[src/design/legged_gait_sequencer_core_macros.svh]
// Assertion helpers for the sequencer core.
`ifndef LEGGED_GAIT_SEQUENCER_CORE_MACROS_SVH
`define LEGGED_GAIT_SEQUENCER_CORE_MACROS_SVH

// A property that must hold at every clock edge outside reset.
`define LGS_ASSERT(lbl, prop, msg) \
   lbl: assert property (@(posedge clock) disable iff (reset) (prop)) else $error(msg);

// A condition that must be followed by another one on the next edge.
`define LGS_ASSERT_NEXT(lbl, cond, nxt, msg) \
   lbl: assert property (@(posedge clock) disable iff (reset) (cond) |=> (nxt)) \
      else $error(msg);

`endif

[src/design/lgs_pkg.sv]
`timescale 1ns / 1ps
package lgs_pkg;

   localparam int POS_W  = 13;
   localparam int LEG_W  = 3;
   localparam int DIV_NW = 10;
   localparam int DIV_DW = 5;
   localparam int QUO_W  = 11;

   // Register indexes of the configuration port.
   localparam logic [2:0] CSR_STEPS_IN_GAIT    = 3'd0;
   localparam logic [2:0] CSR_LIFTED_POSITIONS = 3'd1;
   localparam logic [2:0] CSR_FRONT_DOWN_POS   = 3'd2;
   localparam logic [2:0] CSR_LIFT_DIVISOR     = 3'd3;
   localparam logic [2:0] CSR_TRAVEL_DIVISOR   = 3'd4;
   localparam logic [2:0] CSR_HALF_LIFT_SHARE  = 3'd5;
   localparam logic [2:0] CSR_LIFT_HEIGHT      = 3'd6;
   localparam logic [2:0] CSR_LEG_OFFSETS      = 3'd7;

   typedef struct packed {
      logic              start;
      logic [DIV_NW-1:0] num;
      logic [DIV_DW-1:0] den;
   } div_req_type;

   typedef struct packed {
      logic              done;
      logic [DIV_NW-1:0] quo;
   } div_rsp_type;

   // Clamp a 14-bit signed value to the 13-bit signed range.
   function automatic logic signed [POS_W-1:0] sat13(input logic signed [POS_W:0] v);
      logic signed [POS_W-1:0] r;
      if (v > 14'sd4095) begin
         r = 13'sd4095;
      end else if (v < -14'sd4096) begin
         r = -13'sd4096;
      end else begin
         r = v[POS_W-1:0];
      end
      return r;
   endfunction

   // Halve an 8-bit signed value, truncating toward zero.
   function automatic logic signed [8:0] halve8(input logic signed [7:0] v);
      logic signed [8:0] e;
      e = {v[7], v} + {8'b0, v[7]};
      return e >>> 1;
   endfunction

endpackage

[src/design/lgs_divider.sv]
`timescale 1ns / 1ps
module lgs_divider
   import lgs_pkg::*;
(
   input  logic        clock,
   input  logic        reset,
   input  div_req_type div_req,
   output div_rsp_type div_rsp
);

   logic              busy_ff;
   logic              done_ff;
   logic [3:0]        cnt_ff;
   logic [DIV_DW-1:0] rem_ff;
   logic [DIV_NW-1:0] quo_ff;
   logic [DIV_DW-1:0] den_ff;
   logic [DIV_DW:0]   shifted;
   logic              fits;

   // One restoring step per cycle: shift in a dividend bit, subtract if it fits.
   always_comb begin
      shifted = {rem_ff, quo_ff[DIV_NW-1]};
      fits    = shifted >= {1'b0, den_ff};
   end

   always_ff @(posedge clock) begin
      if (reset) begin
         busy_ff <= 1'b0;
         done_ff <= 1'b0;
         cnt_ff  <= '0;
      end else begin
         done_ff <= 1'b0;
         if (div_req.start) begin
            busy_ff <= 1'b1;
            cnt_ff  <= 4'(DIV_NW);
            rem_ff  <= '0;
            quo_ff  <= div_req.num;
            den_ff  <= div_req.den;
         end else if (busy_ff) begin
            rem_ff <= fits ? DIV_DW'(shifted - {1'b0, den_ff}) : shifted[DIV_DW-1:0];
            quo_ff <= {quo_ff[DIV_NW-2:0], fits};
            cnt_ff <= cnt_ff - 4'd1;
            if (cnt_ff == 4'd1) begin
               busy_ff <= 1'b0;
               done_ff <= 1'b1;
            end
         end
      end
   end

   assign div_rsp.done = done_ff;
   assign div_rsp.quo  = quo_ff;

endmodule

[src/design/legged_gait_sequencer_core.sv]
`timescale 1ns / 1ps
// Gait sequencer core.
// A beat on the req_ channel is one gait tick: travel in x and z, turn and the
// walking flag. For it the block returns LEG_COUNT beats on the rsp_ channel,
// one per leg in order, each with the leg's updated gait offsets; last_leg
// marks the final one. Configuration registers are to be written by the user
// through csr_ only while no tick is in flight; the block does not enforce it.
// Per tick the block first runs seven divisions, one after another, on one
// shared bit-serial divider; then, for each leg in turn, it reads the leg's
// entry in the leg state memory, computes the update with write-back, and
// sends the result beat. The next tick is taken once the last leg beat has
// left.
// A stalled receiver holds the block at the pending leg beat; nothing is lost.
// Reset sets the registers to their defaults, the step counter to one and
// marks every leg entry as unwritten, so it reads as zero offsets; there is
// no clearing pass.
module legged_gait_sequencer_core
   import lgs_pkg::*;
#(
   parameter int LEG_COUNT = 6,
   parameter int DEAD_ZONE = 5
) (
   input  logic                    clock,
   input  logic                    reset,
   input  logic                    req_valid,
   output logic                    req_ready,
   input  logic signed [7:0]       req_travel_x,
   input  logic signed [7:0]       req_travel_z,
   input  logic signed [7:0]       req_turn_y,
   input  logic                    req_walking,
   output logic                    rsp_valid,
   input  logic                    rsp_ready,
   output logic [LEG_W-1:0]        rsp_leg_index,
   output logic signed [POS_W-1:0] rsp_offset_x,
   output logic signed [POS_W-1:0] rsp_offset_y,
   output logic signed [POS_W-1:0] rsp_offset_z,
   output logic signed [POS_W-1:0] rsp_rotation_y,
   output logic                    rsp_last_leg,
   input  logic                    csr_write_enable,
   input  logic [2:0]              csr_index,
   input  logic [29:0]             csr_write_data
);

`include "legged_gait_sequencer_core_macros.svh"

   localparam int LEG_AW = (LEG_COUNT > 1) ? $clog2(LEG_COUNT) : 1;
   localparam int WORD_W = 4 * POS_W;
   localparam logic [LEG_W-1:0] LAST_LEG = LEG_W'(LEG_COUNT - 1);

   // Division operations, in the order they run.
   localparam logic [2:0] OP_LIFT_X = 3'd0;
   localparam logic [2:0] OP_LIFT_Z = 3'd1;
   localparam logic [2:0] OP_LIFT_R = 3'd2;
   localparam logic [2:0] OP_MOVE_X = 3'd3;
   localparam logic [2:0] OP_MOVE_Z = 3'd4;
   localparam logic [2:0] OP_MOVE_R = 3'd5;
   localparam logic [2:0] OP_HALF   = 3'd6;

   typedef enum logic [2:0] {
      ST_IDLE, ST_DIV_ISSUE, ST_DIV_WAIT, ST_RD, ST_CALC, ST_SEND
   } state_type;

   // Configuration registers.
   logic [4:0]  steps_ff, fdown_ff, tdiv_ff;
   logic [2:0]  nlift_ff, share_ff;
   logic [3:0]  ldiv_ff;
   logic [7:0]  lift_ff;
   logic [29:0] offs_ff;

   always_ff @(posedge clock) begin
      if (reset) begin
         steps_ff <= 5'd6;
         nlift_ff <= 3'd2;
         fdown_ff <= 5'd1;
         ldiv_ff  <= 4'd2;
         tdiv_ff  <= 5'd4;
         share_ff <= 3'd1;
         lift_ff  <= 8'd50;
         offs_ff  <= 30'd135398529;
      end else if (csr_write_enable) begin
         unique case (csr_index)
            CSR_STEPS_IN_GAIT:    steps_ff <= csr_write_data[4:0];
            CSR_LIFTED_POSITIONS: nlift_ff <= csr_write_data[2:0];
            CSR_FRONT_DOWN_POS:   fdown_ff <= csr_write_data[4:0];
            CSR_LIFT_DIVISOR:     ldiv_ff  <= csr_write_data[3:0];
            CSR_TRAVEL_DIVISOR:   tdiv_ff  <= csr_write_data[4:0];
            CSR_HALF_LIFT_SHARE:  share_ff <= csr_write_data[2:0];
            CSR_LIFT_HEIGHT:      lift_ff  <= csr_write_data[7:0];
            CSR_LEG_OFFSETS:      offs_ff  <= csr_write_data;
            default: ;
         endcase
      end
   end

   state_type               state_ff;
   logic [LEG_W-1:0]        leg_ff;
   logic [2:0]              op_ff;
   logic [4:0]              step_ff;
   logic                    req_ff;
   logic signed [7:0]       tx_ff, tz_ff, ty_ff;
   logic signed [QUO_W-1:0] q_ff [7];
   logic                    rsp_valid_ff;
   logic [LEG_W-1:0]        rsp_leg_ff;
   logic signed [POS_W-1:0] rsp_x_ff, rsp_y_ff, rsp_z_ff, rsp_r_ff;
   logic                    rsp_last_ff;

   // Travel request detection on the incoming beat.
   logic signed [8:0] ix9, iz9, iy9;
   logic              req_in;
   always_comb begin
      ix9 = {req_travel_x[7], req_travel_x};
      iz9 = {req_travel_z[7], req_travel_z};
      iy9 = {req_turn_y[7], req_turn_y};
      req_in = (ix9 > 9'(DEAD_ZONE)) || (-ix9 > 9'(DEAD_ZONE)) ||
               (iz9 > 9'(DEAD_ZONE)) || (-iz9 > 9'(DEAD_ZONE)) ||
               (iy9 > 9'(DEAD_ZONE)) || (-iy9 > 9'(DEAD_ZONE)) || req_walking;
   end

   // Operand selection for the shared divider.
   div_req_type       div_req;
   div_rsp_type       div_rsp;
   logic signed [7:0] src;
   logic signed [8:0] src9, mag9;
   logic              neg;
   logic [3:0]        ldiv_eff;
   logic [4:0]        tdiv_eff;
   logic signed [QUO_W-1:0] q_signed;

   always_comb begin
      ldiv_eff = (ldiv_ff == 4'd0) ? 4'd1 : ldiv_ff;
      tdiv_eff = (tdiv_ff == 5'd0) ? 5'd1 : tdiv_ff;
      case (op_ff) inside
         OP_LIFT_X, OP_MOVE_X: src = tx_ff;
         OP_LIFT_Z, OP_MOVE_Z: src = tz_ff;
         default:              src = ty_ff;
      endcase
      src9 = {src[7], src};
      mag9 = src9[8] ? -src9 : src9;
      div_req.start = (state_ff == ST_DIV_ISSUE);
      if (op_ff == OP_HALF) begin
         neg         = 1'b1;
         div_req.num = {1'b0, lift_ff, 1'b0} + {2'b0, lift_ff};
         div_req.den = 5'd3 + {2'b0, share_ff};
      end else begin
         neg         = src[7];
         div_req.num = {1'b0, mag9};
         div_req.den = (op_ff < OP_MOVE_X) ? {1'b0, ldiv_eff} : tdiv_eff;
      end
      q_signed = neg ? -$signed({1'b0, div_rsp.quo}) : $signed({1'b0, div_rsp.quo});
   end

   lgs_divider u_divider (
      .clock   (clock),
      .reset   (reset),
      .div_req (div_req),
      .div_rsp (div_rsp)
   );

   // Leg state memory: x, y, z and rotation packed in one word per leg.
   logic [WORD_W-1:0] mem [LEG_COUNT];
   logic [WORD_W-1:0] rd_data_ff;
   logic [LEG_COUNT-1:0] vld_ff;
   logic              rd_vld_ff;
   logic              wr_en;
   logic [WORD_W-1:0] wr_data;
   logic [LEG_AW-1:0] addr;

   assign addr  = leg_ff[LEG_AW-1:0];
   assign wr_en = (state_ff == ST_CALC);

   always_ff @(posedge clock) begin
      if (wr_en) begin
         mem[addr] <= wr_data;
      end
      rd_data_ff <= mem[addr];
   end

   always_ff @(posedge clock) begin
      if (reset) begin
         vld_ff    <= '0;
         rd_vld_ff <= 1'b0;
      end else begin
         rd_vld_ff <= vld_ff[addr];
         if (wr_en) begin
            vld_ff[addr] <= 1'b1;
         end
      end
   end

   // Per-leg update of the gait offsets.
   logic signed [POS_W-1:0] px, py, pz, pr;
   logic [4:0]              off;
   logic signed [6:0]       ls, st7, fd7;
   logic                    away, c_lift, c_back, c_fwd, c_back5, c_fwd5, c_down;
   logic signed [POS_W:0]   nx, ny, nz, nr;
   logic signed [POS_W:0]   lift14, half14;
   logic signed [POS_W-1:0] sx, sy, sz, sr;
   logic [5:0]              step_next;

   always_comb begin
      px = rd_vld_ff ? rd_data_ff[4*POS_W-1:3*POS_W] : '0;
      py = rd_vld_ff ? rd_data_ff[3*POS_W-1:2*POS_W] : '0;
      pz = rd_vld_ff ? rd_data_ff[2*POS_W-1:POS_W]   : '0;
      pr = rd_vld_ff ? rd_data_ff[POS_W-1:0]         : '0;
      off = '0;
      for (int i = 0; i < 6; i++) begin
         if (leg_ff == LEG_W'(i)) begin
            off = offs_ff[5*i +: 5];
         end
      end
      ls  = $signed({2'b0, step_ff}) - $signed({2'b0, off});
      st7 = $signed({2'b0, steps_ff});
      fd7 = $signed({2'b0, fdown_ff});
      away = (px > 13'sd2) || (px < -13'sd2) || (pz > 13'sd2) || (pz < -13'sd2) ||
             (pr > 13'sd2) || (pr < -13'sd2);
      c_lift  = (req_ff && nlift_ff[0] && ls == 7'sd0) ||
                (!req_ff && ls == 7'sd0 && away);
      c_back  = req_ff && ((nlift_ff == 3'd2 && ls == 7'sd0) ||
                (nlift_ff >= 3'd3 && (ls == -7'sd1 || ls == st7 - 7'sd1)));
      c_fwd   = req_ff && nlift_ff >= 3'd2 && (ls == 7'sd1 || ls == 7'sd1 - st7);
      c_back5 = req_ff && nlift_ff == 3'd5 && ls == -7'sd2;
      c_fwd5  = req_ff && nlift_ff == 3'd5 && (ls == 7'sd2 || ls == 7'sd2 - st7);
      c_down  = (ls == fd7 || ls == fd7 - st7) && py < 13'sd0;
      lift14  = $signed({6'b0, lift_ff});
      half14  = {{(POS_W+1-QUO_W){q_ff[6][QUO_W-1]}}, q_ff[6]};
      if (c_lift) begin
         nx = '0; ny = -lift14; nz = '0; nr = '0;
      end else if (c_back) begin
         nx = -{{3{q_ff[0][QUO_W-1]}}, q_ff[0]};
         ny = half14;
         nz = -{{3{q_ff[1][QUO_W-1]}}, q_ff[1]};
         nr = -{{3{q_ff[2][QUO_W-1]}}, q_ff[2]};
      end else if (c_fwd) begin
         nx = {{3{q_ff[0][QUO_W-1]}}, q_ff[0]};
         ny = half14;
         nz = {{3{q_ff[1][QUO_W-1]}}, q_ff[1]};
         nr = {{3{q_ff[2][QUO_W-1]}}, q_ff[2]};
      end else if (c_back5) begin
         nx = -14'(halve8(tx_ff));
         ny = -$signed({7'b0, lift_ff[7:1]});
         nz = -14'(halve8(tz_ff));
         nr = -14'(halve8(ty_ff));
      end else if (c_fwd5) begin
         nx = 14'(halve8(tx_ff));
         ny = -$signed({7'b0, lift_ff[7:1]});
         nz = 14'(halve8(tz_ff));
         nr = 14'(halve8(ty_ff));
      end else if (c_down) begin
         nx = 14'(halve8(tx_ff));
         ny = '0;
         nz = 14'(halve8(tz_ff));
         nr = 14'(halve8(ty_ff));
      end else begin
         nx = {px[POS_W-1], px} - {{3{q_ff[3][QUO_W-1]}}, q_ff[3]};
         ny = '0;
         nz = {pz[POS_W-1], pz} - {{3{q_ff[4][QUO_W-1]}}, q_ff[4]};
         nr = {pr[POS_W-1], pr} - {{3{q_ff[5][QUO_W-1]}}, q_ff[5]};
      end
      sx = sat13(nx);
      sy = sat13(ny);
      sz = sat13(nz);
      sr = sat13(nr);
      wr_data   = {sx, sy, sz, sr};
      step_next = {1'b0, step_ff} + 6'd1;
   end

   // Sequencer: divisions, then read, update and send for each leg.
   always_ff @(posedge clock) begin
      if (reset) begin
         state_ff     <= ST_IDLE;
         leg_ff       <= '0;
         op_ff        <= '0;
         step_ff      <= 5'd1;
         rsp_valid_ff <= 1'b0;
      end else begin
         unique case (state_ff)
            ST_IDLE: begin
               if (req_valid) begin
                  req_ff   <= req_in;
                  tx_ff    <= req_in ? req_travel_x : 8'sd0;
                  tz_ff    <= req_in ? req_travel_z : 8'sd0;
                  ty_ff    <= req_in ? req_turn_y : 8'sd0;
                  op_ff    <= OP_LIFT_X;
                  leg_ff   <= '0;
                  state_ff <= ST_DIV_ISSUE;
               end
            end
            ST_DIV_ISSUE: begin
               state_ff <= ST_DIV_WAIT;
            end
            ST_DIV_WAIT: begin
               if (div_rsp.done) begin
                  q_ff[op_ff] <= q_signed;
                  if (op_ff == OP_HALF) begin
                     state_ff <= ST_RD;
                  end else begin
                     op_ff    <= op_ff + 3'd1;
                     state_ff <= ST_DIV_ISSUE;
                  end
               end
            end
            ST_RD: begin
               state_ff <= ST_CALC;
            end
            ST_CALC: begin
               rsp_valid_ff <= 1'b1;
               rsp_leg_ff   <= leg_ff;
               rsp_x_ff     <= sx;
               rsp_y_ff     <= sy;
               rsp_z_ff     <= sz;
               rsp_r_ff     <= sr;
               rsp_last_ff  <= (leg_ff == LAST_LEG);
               if (leg_ff == LAST_LEG) begin
                  step_ff <= (step_next > {1'b0, steps_ff}) ? 5'd1 : step_next[4:0];
               end
               state_ff <= ST_SEND;
            end
            ST_SEND: begin
               if (rsp_ready) begin
                  rsp_valid_ff <= 1'b0;
                  if (leg_ff == LAST_LEG) begin
                     leg_ff   <= '0;
                     state_ff <= ST_IDLE;
                  end else begin
                     leg_ff   <= leg_ff + LEG_W'(1);
                     state_ff <= ST_RD;
                  end
               end
            end
            default: state_ff <= ST_IDLE;
         endcase
      end
   end

   assign req_ready      = (state_ff == ST_IDLE);
   assign rsp_valid      = rsp_valid_ff;
   assign rsp_leg_index  = rsp_leg_ff;
   assign rsp_offset_x   = rsp_x_ff;
   assign rsp_offset_y   = rsp_y_ff;
   assign rsp_offset_z   = rsp_z_ff;
   assign rsp_rotation_y = rsp_r_ff;
   assign rsp_last_leg   = rsp_last_ff;

   `LGS_ASSERT(a_beat_in_send, rsp_valid_ff == (state_ff == ST_SEND), "rsp beat outside send")
   `LGS_ASSERT(a_div_done_wait, !div_rsp.done || state_ff == ST_DIV_WAIT, "stray divide result")
   `LGS_ASSERT(a_step_nonzero, step_ff != 5'd0, "step counter reached zero")
   `LGS_ASSERT_NEXT(a_last_to_idle, state_ff == ST_SEND && rsp_ready && leg_ff == LAST_LEG,
      state_ff == ST_IDLE && leg_ff == '0, "tick did not close after last leg")

endmodule
[config.mk]
export PLATFORM = sky130hd
export DESIGN_NAME = legged_gait_sequencer_core
export DESIGN_NICKNAME = d
export VERILOG_FILES = /design/src/design/lgs_pkg.sv /design/src/design/lgs_divider.sv /design/src/design/legged_gait_sequencer_core.sv
export VERILOG_INCLUDE_DIRS = /design/src /design/src/design
export SDC_FILE = /design/constraint.sdc
export NUM_CORES = 1
export LEC_CHECK = 0
export BUFFER_PORTS_ARGS = -buffer_cell sky130_fd_sc_hd__buf_4
export CAP_MARGIN = 10
export CORE_ASPECT_RATIO = 0.7
export CORE_MARGIN = 2
export CORE_UTILIZATION = 40
export CTS_CLUSTER_DIAMETER = 30
export CTS_CLUSTER_SIZE = 12
export DETAILED_ROUTE_END_ITERATION = 7
export HOLD_SLACK_MARGIN = 0.1
export PLACE_DENSITY_LB_ADDON = 0.1
export SETUP_SLACK_MARGIN = 0.05
export SLEW_MARGIN = 20
export SYNTH_ARGS = -nofsm -noshare
export SYNTH_HDL_FRONTEND = slang
export SYNTH_SLANG_ARGS = --single-unit
[constraint.sdc]
create_clock -name clock -period 13.9 [get_ports clock]
set_input_delay 2.78 -clock clock [delete_from_list [all_inputs] [get_ports clock]]
set_output_delay 2.78 -clock clock [all_outputs]
set_load 0.02 [all_outputs]
==> results.toml <==
[cells_and_area]
drive_above_1_share = 0.152
syn2layout_area_growth_pct = 20.0
diodes = 0
nets = 2921

[worst_setup_path]
crit_fanout = 28
path_cells = "inv_1 -> ha_1 -> and2_1 -> a22oi_1 -> o21ai_0 -> ha_1 -> fa_1 -> xnor2_2 -> xnor3_1 -> nor4_1 -> a41oi_1 -> nand2_1 -> a21oi_1 -> a32o_1 -> o21ai_2 -> o31ai_1"
cpMostUsedCell = "ha_1"
max_stage_delay_ns = 0.85
setup.worst_path.start_class = "register"
cp_slowest_cell = "o21ai_2"
critical_path_class = "reg2reg"
end_kind = "register"
cp.arrival_ns = 7.18
required_ns = 14.20

[detailed_routing]
antenna_left = 0
vias_per_cell = 5.66
wl_per_cell_um = 23.6
routed_wl_um = 88100
drtIter0Drc = 2046
drc = 0
vias = 21200
dr.pass1.iters = 5

[synthesis]
synth_cells = 2597
synth-edff-count = 418
synth_fp_nets = 2777
synth_compound_area_frac = 0.155
synth_top_family_by_area = "compound AO/OA/AOI/OAI gates"
synth_warnings = 0
synth_area_per_cell_sq_um = 10.8
synth_seq_cells = 549
synthAdderAreaFrac = 0.0556
yosysSeqAreaShare = 0.539
muxShareOfSynthArea = 0.0368
netlist-cell-type-count = 95
yosys.area_share.simple = 0.138
synth_xor_area_frac = 0.0434
synth_ff_type = "edfxtp_1"
async_flop_share = 0
syn-cell-area_sq_mm = 0.0282

[power_and_ir_drop]
p_switching_w = 0.00117
fin_total_pwr_w = 0.00484
p_per_area_mw_per_mm2 = 143
pwr-share-comb = 0.076
leakage_nw = 12.5
switching_share = 0.241
intPower_w = 0.00367
peakVddDrop_mv = 0.0946
p_seq_frac = 0.386
pwr-share-clk = 0.538

[placement]
place.detailed.hpwl_um = 61100
portBuffers = 120
finalWeightedCongestion = 0.943

[job]
maxCapViolations = 0

[min_path]
min_path_type = "reg2reg"

[clock_network]
worstSkewPairLatency_ns = 0.67
cts_max_path_buffers = 3
cts_made_buffers = 99
cts-root-buf = "clkbuf_16"
cts.clk_slew.worst_paths_ns = 0.05
htree_levels = 3
cts_tree = "yes"
hold_buffers = 0
post-cts-setup-buffers = 0
cts_sinks = 549
cts-resized-gates = 0

[timing]
min_period_ns = 6.88
grt_setup_unrepaired = "false"
worst_pin_slew_ns = 1.10
post-route-period-util = 0.495
finClkSkew_ns = 0.0332
finalHoldViolations = 0
maxClockFrequency_mhz = 145
setup_viol = 0
drv_slew = 0
slew_headroom = 0.267
tns_ns = 0

[floorplan]
io_pins = 121
dieArea_sq_mm = 0.0726
fp-row-count = 81
die_h_um = 226
coreArea_sq_mm = 0.0697
die_x_um = 321
initial_utilization = 0.404

[grt]
grt_pass1_vias = 20600
grt_max_degree = 73
grtUsageTotal = 0.242
grt-ovfl-total = 0
grt_antenna_before_repair = 3
grt_pass1_wl_um = 132000

[run_status]
run_status = "finished clean"
==> power groups by stage <==
stage | logic (W) | registers (W) | clock network [W]
final | 0.000369 | 0.00187 | 0.00260
after detailed placement | 0.000364 | 0.00190 | 0
after floorplan | 0.000222 | 0.00189 | 0
after CTS | 0.000367 | 0.00187 | 0.00264
after global routing | 0.000401 | 0.00187 | 0.00272
after global placement | 0.000359 | 0.00190 | 0
==> registers in the layout, summed over array words and instances (netlist names), 8 cells and up <==
name and flops:
tz_ff 8, u_divider.quo_ff 10, q_ff 77, mem 240, rsp_offset_z 13, rsp_rotation_y 13, rd_data_ff 40, rsp_offset_x 13
rsp_offset_y 13, lift_ff 8, ty_ff 8, offs_ff 30, tx_ff 8
==> cell usage in the layout, fill, tap and decap left out, types with 12 or more instances in the layout <==
cell and instances:
edfxtp_1 418, nor2_1 223, nand2_1 218, a21oi_1 176
buf_4 165, o21ai_0 136, dfxtp_1 128, ha_1 110
inv_1 108, clkbuf_16 102, and2_1 74, xnor2_1 74
mux2i_1 71, a22oi_1 60, nor3_1 60, nand3_1 59
xor2_1 39, mux2_2 29, a211oi_1 28, a31oi_1 24
a22o_1 23, or3_1 21, nand4_1 21, o221ai_1 21
nand2b_1 20, o211ai_1 20, nor2b_1 19, a21o_1 19
o21a_1 19, bufinv_16 18, a221oi_1 17, and3_1 15
nor3b_1 14, nor4_1 14, inv_6 14, o31ai_1 13
clkbuf_1 12
==> routing by layer <==
layer / vias up / track usage / wire length (um)
met5: - / 0 / 0
met2: 663 / 0.371 / 38500
li1: 9972 / - / -
met1: 10400 / 0.356 / 42800
met3: 126 / 0.0420 / 5130
met4: 0 / 0.0555 / 1620
==> kinds of logic after synthesis <==
| logic type | after synthesis |
|---|---|
| buffers and inverters | 232 |
| AOI/OAI and AO/OA | 657 |
| xor gates and xnor gates | 126 |
| muxes | 100 |
| adders and majority gates | 122 |
| DFF | 549 |
| and+or+nand+nor | 811 |
==> per-stage QoR <==
stage               hold slack (ns)  utilization  area, sq um  worst slack (ns)  instances
floorplan                     0.425            -        28200              4.84       2597
global placement              0.433        0.432        30200              7.23       3553
detailed placement            0.440        0.433        30200              7.10       3553
CTS                           0.454        0.485        33800              7.01       3741
global route                  0.482        0.485        33800              6.59       3741
finish                        0.451        0.485        33800              7.02       3741
==> layout make-up <==
class                           count  area, sq um
Timing Repair Buffer              165         1240
Clock buffer                      117         2640
Multi-Input combinational cell   1816        12200
Inverter                          110          413
Tap cell                          913         1140
Clock inverter                     71          998
Sequential cell                   549        15200
Fill cell                        6294        35900
==> cell usage after synthesis, types with 6 or more instances <==
| library cell | count | area, sq um |
|---|---|---|
| inv_1 | 108 | 405 |
| xor2_1 | 41 | 359 |
| nor3b_1 | 15 | 113 |
| o21ai_2 | 10 | 87.6 |
| nor2b_1 | 21 | 131 |
| nor4_1 | 15 | 93.8 |
| o22ai_1 | 9 | 56.3 |
| o21a_1 | 19 | 143 |
| fa_1 | 7 | 140 |
| nor2_1 | 228 | 856 |
| ha_1 | 110 | 1380 |
| a31oi_1 | 24 | 150 |
| o41ai_1 | 7 | 61.3 |
| clkbuf_1 | 93 | 349 |
| a21oi_1 | 176 | 881 |
| or2_2 | 9 | 56.3 |
| a22o_1 | 23 | 201 |
| nand4_1 | 21 | 131 |
| or4_1 | 7 | 52.6 |
| o2111ai_1 | 6 | 52.6 |
| and2_1 | 74 | 463 |
| o31a_1 | 6 | 52.6 |
| a21o_1 | 19 | 143 |
| xnor2_1 | 76 | 666 |
| buf_1 | 17 | 63.8 |
| a211oi_1 | 28 | 210 |
| nand3_1 | 59 | 295 |
| dfxtp_1 | 131 | 2620 |
| nand2b_1 | 20 | 125 |
| and3_1 | 17 | 106 |
| a221oi_1 | 17 | 149 |
| a22oi_1 | 60 | 450 |
| buf_2 | 7 | 35.0 |
| xnor3_1 | 8 | 180 |
| o21ai_0 | 137 | 686 |
| mux2_2 | 29 | 327 |
| edfxtp_1 | 418 | 12600 |
| or3_1 | 21 | 131 |
| o221ai_1 | 21 | 184 |
| nand2_1 | 218 | 818 |
| o211ai_1 | 20 | 150 |
| nor3_1 | 62 | 310 |
| o31ai_1 | 14 | 105 |
| mux2i_1 | 71 | 711 |
==> critical path, delay by kind of cell, from the launching register on <==
kind	cells	cell delay, ns
AOI/OAI and AO/OA	7	2.63
xor gates and xnor gates	2	0.76
adders and majority gates	3	1.01
buffers and inverters	1	0.18
DFF	1	0.55
and+or+nand+nor	3	1.39
==> worst paths after layout <==
kind,from,to,slack (ns),depth (start not counted)
worst max-delay path,addr[2],mem[2][47],7.02,16
worst min-delay path,mem[5][41],rd_data_ff[41],0.45,2
worst max register to register,addr[2],mem[2][47],7.02,16
worst min register to register,mem[5][41],rd_data_ff[41],0.45,2
(Power assumes the default switching activity.)
